==> src/hw/rtl/assert_macros.svh <==
// Assertion macros used by the top-level RTL file of the accumulator execute unit.
`ifndef ASSERT_MACROS_SVH
`define ASSERT_MACROS_SVH
`ifndef SYNTHESIS
// Condition must hold at every clock edge out of reset.
`define ACU_ASSERT_HOLD(lbl, expr, msg) \
  lbl: assert property (@(posedge clk) disable iff (!rst_n) (expr)) else $error(msg);
// Antecedent at one edge requires the consequent at the next edge.
`define ACU_ASSERT_NEXT(lbl, ante, cons, msg) \
  lbl: assert property (@(posedge clk) disable iff (!rst_n) (ante) |=> (cons)) else $error(msg);
`else
`define ACU_ASSERT_HOLD(lbl, expr, msg)
`define ACU_ASSERT_NEXT(lbl, ante, cons, msg)
`endif
`endif

==> src/hw/rtl/acu_pkg.sv <==
// Types, codes and helpers for the accumulator execute unit.
`timescale 1ns / 1ps
`default_nettype none
package acu_pkg;

  localparam int ACU_MEM_WORDS = 4096;
  localparam int PC_W          = 12;
  localparam logic [31:0] SP_RESET = 32'd4095;

  typedef enum logic [7:0] {
    OP_LDC  = 8'd0,
    OP_ADC  = 8'd1,
    OP_LDL  = 8'd2,
    OP_STL  = 8'd3,
    OP_LDNL = 8'd4,
    OP_STNL = 8'd5,
    OP_ADD  = 8'd6,
    OP_SUB  = 8'd7,
    OP_SHL  = 8'd8,
    OP_SHR  = 8'd9,
    OP_ADJ  = 8'd10,
    OP_A2SP = 8'd11,
    OP_SP2A = 8'd12,
    OP_CALL = 8'd13,
    OP_RET  = 8'd14,
    OP_BRZ  = 8'd15,
    OP_BRLZ = 8'd16,
    OP_BR   = 8'd17,
    OP_HALT = 8'd18
  } op_t;

  typedef enum logic [2:0] {
    ST_OK    = 3'd0,
    ST_HALT  = 3'd1,
    ST_PC    = 3'd2,
    ST_MEM   = 3'd3,
    ST_LOOP  = 3'd4,
    ST_BADOP = 3'd5
  } status_t;

  // architectural register state
  typedef struct packed {
    logic [31:0]     a;
    logic [31:0]     b;
    logic [PC_W-1:0] pc;
    logic [31:0]     sp;
    status_t         stop;
  } arch_t;

  // sign-extended 24-bit operand from bits 31..8
  function automatic logic [31:0] operand_ext(input logic [31:0] word);
    operand_ext = {{8{word[31]}}, word[31:8]};
  endfunction

endpackage
`default_nettype wire

==> src/hw/rtl/acu_exec.sv <==
// Instruction execute logic: next register state, status and store request.
`timescale 1ns / 1ps
`default_nettype none
module acu_exec
  import acu_pkg::*;
(
  input  wire logic        active,
  input  arch_t            cur,
  input  wire logic [31:0] word,
  input  wire logic [31:0] rdata,
  input  wire logic        addr_ok,
  output arch_t            nxt,
  output logic             mem_we,
  output logic      [31:0] mem_wdata
);

  logic [7:0]      op;
  logic [31:0]     opd_u;
  logic [12:0]     pc1;
  logic [32:0]     tgt;
  logic [31:0]     a_n;
  logic [31:0]     b_n;
  logic [31:0]     sp_n;
  logic [PC_W-1:0] pc_n;
  logic            branch;
  logic            we_n;
  status_t         code;
  logic            commit;

  assign op    = word[7:0];
  assign opd_u = operand_ext(word);
  assign pc1   = {1'b0, cur.pc} + 13'd1;
  assign tgt   = {21'd0, pc1[11:0]} + {opd_u[31], opd_u};

  always_comb begin
    a_n       = cur.a;
    b_n       = cur.b;
    sp_n      = cur.sp;
    pc_n      = pc1[11:0];
    branch    = 1'b0;
    we_n      = 1'b0;
    mem_wdata = cur.a;
    code      = ST_OK;
    if (pc1[12]) begin
      code = ST_PC;
    end else begin
      case (op)
        OP_LDC: begin
          b_n = cur.a;
          a_n = opd_u;
        end
        OP_ADC:  a_n = cur.a + opd_u;
        OP_LDL: begin
          if (!addr_ok) begin
            code = ST_MEM;
          end else begin
            b_n = cur.a;
            a_n = rdata;
          end
        end
        OP_STL: begin
          if (!addr_ok) begin
            code = ST_MEM;
          end else begin
            we_n      = 1'b1;
            mem_wdata = cur.a;
            a_n       = cur.b;
          end
        end
        OP_LDNL: begin
          if (!addr_ok) code = ST_MEM;
          else a_n = rdata;
        end
        OP_STNL: begin
          if (!addr_ok) begin
            code = ST_MEM;
          end else begin
            we_n      = 1'b1;
            mem_wdata = cur.b;
          end
        end
        OP_ADD:  a_n = cur.a + cur.b;
        OP_SUB:  a_n = cur.b - cur.a;
        OP_SHL:  a_n = cur.b << cur.a[4:0];
        OP_SHR:  a_n = $unsigned($signed(cur.b) >>> cur.a[4:0]);
        OP_ADJ:  sp_n = cur.sp + opd_u;
        OP_A2SP: begin
          sp_n = cur.a;
          a_n  = cur.b;
        end
        OP_SP2A: begin
          b_n = cur.a;
          a_n = cur.sp;
        end
        OP_CALL: begin
          b_n    = cur.a;
          a_n    = {20'd0, pc1[11:0]};
          branch = 1'b1;
        end
        OP_RET: begin
          // return to itself with A == B is a hang
          if (cur.a == cur.b && cur.a == {20'd0, cur.pc}) begin
            code = ST_LOOP;
          end else if (cur.a[31:12] != 20'd0) begin
            code = ST_PC;
          end else begin
            pc_n = cur.a[11:0];
            a_n  = cur.b;
          end
        end
        OP_BRZ:  branch = (cur.a == 32'd0);
        OP_BRLZ: branch = cur.a[31];
        OP_BR:   branch = 1'b1;
        OP_HALT: code = ST_HALT;
        default: code = ST_BADOP;
      endcase
      if (branch) begin
        if (opd_u == 32'hFFFF_FFFF) begin
          code = ST_LOOP;
        end else if (tgt[32:12] != 21'd0) begin
          code = ST_PC;
        end else begin
          pc_n = tgt[11:0];
        end
      end
    end
  end

  assign commit = active && (code == ST_OK || code == ST_HALT);

  always_comb begin
    nxt = cur;
    if (commit) begin
      nxt.a  = a_n;
      nxt.b  = b_n;
      nxt.sp = sp_n;
      nxt.pc = pc_n;
    end
    if (active) begin
      nxt.stop = code;
    end
  end

  assign mem_we = commit && we_n;

endmodule
`default_nettype wire

==> config.mk <==
export PLATFORM = sky130hd
export DESIGN_NAME = acu_exec
export DESIGN_NICKNAME = d
export VERILOG_FILES = /design/src/hw/rtl/assert_macros.svh /design/src/hw/rtl/acu_pkg.sv /design/src/hw/rtl/acu_exec.sv
export SDC_FILE = /design/constraint.sdc
export NUM_CORES = 1
export LEC_CHECK = 0
export ABC_AREA = 0
export BUFFER_PORTS_ARGS = -buffer_cell sky130_fd_sc_hd__buf_2
export CAP_MARGIN = 20
export CORE_AREA = 2 2 216 218
export DETAILED_ROUTE_END_ITERATION = 12
export DIE_AREA = 0 0 218 220
export REMOVE_ABC_BUFFERS = 1
export SYNTH_ARGS = -nofsm -noshare
export SYNTH_HDL_FRONTEND = slang
export SYNTH_SLANG_ARGS = --single-unit
==> constraint.sdc <==
create_clock -name vclk -period 18.5
set_input_delay 2.775 -clock vclk [all_inputs]
set_output_delay 2.775 -clock vclk [all_outputs]
set_load 0.02 [all_outputs]
==> impl_metrics.ini <==
[global_route]
antenna_found_initial = 2
first_global_vias = 17200
grt_remaining_overflow = 0
grt_pass1_wl_mm = 117
track_usage_pct = 32.5
grt_start_max_net_pins = 74

[setup_path]
slowest_delay_ns = 0.85
critPathCapture = nxt[73]
startpoint = cur[38]
worstSetupStartpointType = primary input
worstPathArrival_ns = 8.67
critical-path-top-delay-family = simple AND/OR/NAND/NOR gates
crit_path_top_delay_cell = nor3_4
path_depth = 21
critPathMaxFanout = 43
worstPathRequired_ns = 15.73
path_cells = buf_2 > and3_1 > and3_1 > nand3_1 > nor2_1 > nand4_1 > xnor2_1 > ha_1 > nand2_1 > o31ai_2 > nand3_1 > o21ai_1 > mux2i_1 > o2111ai_1 > o31ai_2 > nand3_2 > buf_4 > nor3_4 > buf_4 > mux2_1 > buf_2
crit_buf_inv = 4
worstSetupPathType = primary input to output port
end_kind = output port

[yosys]
synth-warning-count = 0
syn_area_um2 = 14000
syn_inst = 2033
ys_seq_area_share_pct = 0
ys_top_cells_by_area = ha_1 9.7%, mux4_2 9.6%, nand2_1 6.2%
synth_area_per_cell_um2 = 6.90
yosys.area.top_type = ha_1
netlist.area_leader.share_pct = 9.73
synthDistinctLibCells = 85

[status]
status = complete, no violations

[route]
drc = 0
first_pass_iters = 6
first_iter_violations = 2435
wl_per_cell_um = 28.8
antenna_left = 0
viasPerCell = 6.54
wl_mm = 81.4
via_count = 18500

[power]
ir_drop_mv = 0.0129
p_leak_nw = 6.85
p_per_area_nw_per_um2 = 29.3

[sta]
setup-violations-final = 0
period_share_pct = 61.9
maxSlewHeadroom_pct = 19.3
fmax_mhz = 87.3
maxSlewViolCount = 0
hold_viol_final = 0
period_minus_slack_ns = 11.45
tightest_slew_ns = 1.21
setup_ws_ns = 7.05
rsz0062_at_grt = no
tns_ns = 0

[placed_design]
place_ws_ns = 7.18
place_hpwl_mm = 64.8
dpl_cell_area_um2 = 16000
gp_congestion = 1.01
io_buffers = 321

[floorplanning]
dieArea_um2 = 48000
fp.dieW_um = 218
io_pins = 321
die_h_um = 220
core-area_um2 = 45900
initial_core_util_pct = 30.6
rows = 79

[layout]
fin_area_um2 = 16000
area_growth_pct = 14.3
fin_nets = 2516
n_clock_buffer = 0
drive_gt1_share_pct = 22.2
regArea_um2 = 0
seq_cells = 0
diodes = 0

[cts]
ctsHoldBuffers = 0
cts_resized = 0
cts_setup_buffers = 0

[job]
cap_violations = 0

[hold_path]
min_path_type = primary input to output port
[area by class of cell]
cell class	count	area, um^2
multi-input combinational	1797	13100
tap	607	759
timing repair buffer	359	1890
inverter	68	255
fill	5059	29800
[kinds of logic after synthesis]
kind of cell | Yosys count | synth area share [%]
and+or+nand+nor | 713 | 23.8
AOI/OAI and AO/OA | 673 | 33.0
buffers and inverters | 236 | 6.66
muxes | 187 | 19.3
adders and majority gates | 113 | 10.3
xor gates and xnor gates | 111 | 6.93
[per-stage QoR]
stage / hold WS, ns / util, % / std cells / power (mW)
floorplan: 5.70 / - / 1865 / 0.278
global placement: 5.89 / 34.9 / 2830 / 0.455
detailed placement: 5.90 / 34.9 / 2831 / 0.456
CTS: 5.90 / 34.9 / 2831 / 0.459
global route: 5.92 / 34.9 / 2831 / 0.502
finish: 5.90 / 34.9 / 2831 / 0.470
[worst min-delay path, delay by kind of cell]
family                 cells  cell delay (ns)
AO/OA/AOI/OAI              1             0.06
buffers and inverters      3             0.28
[power by group]
part	leakage [nW]	internal, mW	switching, mW
logic	6.85	0.172	0.298
registers	0	0	0
clock network	0	0	0
[worst min path at each step]
stage,startpoint,to,slack (ns),depth (start not counted)
final,cur[2],nxt[2],5.90,4
after global routing,cur[0],nxt[0],5.92,3
after CTS,cur[2],nxt[2],5.90,4
after detailed placement,cur[2],nxt[2],5.90,4
after global placement,cur[1],nxt[1],5.89,3
after floorplan,addr_ok,mem_we,5.70,2
[placed cells by master (no fill, tap or decap), drive strengths merged, types with 21 or more instances in the layout]
cell / count
mux4: 60
nand3: 52
nand4: 29
a221oi: 43
o211ai: 23
nand2b: 21
xor2: 44
a211oi: 23
mux2: 71
a22oi: 36
nand2: 233
mux2i: 56
ha: 109
xnor2: 67
nor3: 57
and3: 27
inv: 66
a21oi: 152
buf: 359
o21ai: 142
o21a: 22
nor2: 194
a21o: 55
[cells in the mapped netlist (all sizes together), types with 6 or more instances]
master,count
nand2,233
nor2,194
a21oi,152
o21ai,142
clkbuf,138
ha,109
mux2,71
xnor2,67
inv,66
mux4,60
nor3,57
mux2i,56
a21o,55
nand3,52
xor2,44
a221oi,43
a22oi,36
buf,30
nand4,29
and3,27
a211oi,23
o211ai,23
o21a,22
nand2b,21
nor2b,20
a22o,19
nor4,17
a222oi,16
a31oi,15
o22ai,14
a221o,13
and2,13
o2111ai,13
o31ai,12
or3,12
nor3b,10
o21bai,9
o311ai,9
a211o,7
and4,7
nand3b,7
o41ai,6
[routing by layer]
metal / wire [um] / GRT usage (%) / vias up
li1: - / - / 8131
met1: 33700 / 44.6 / 8901
met2: 35600 / 51.1 / 1248
met3: 8360 / 4.69 / 224
met4: 3810 / 12.5 / 0
met5: 0 / 0 / -
No activity file was read; power rests on OpenSTA's default activity.
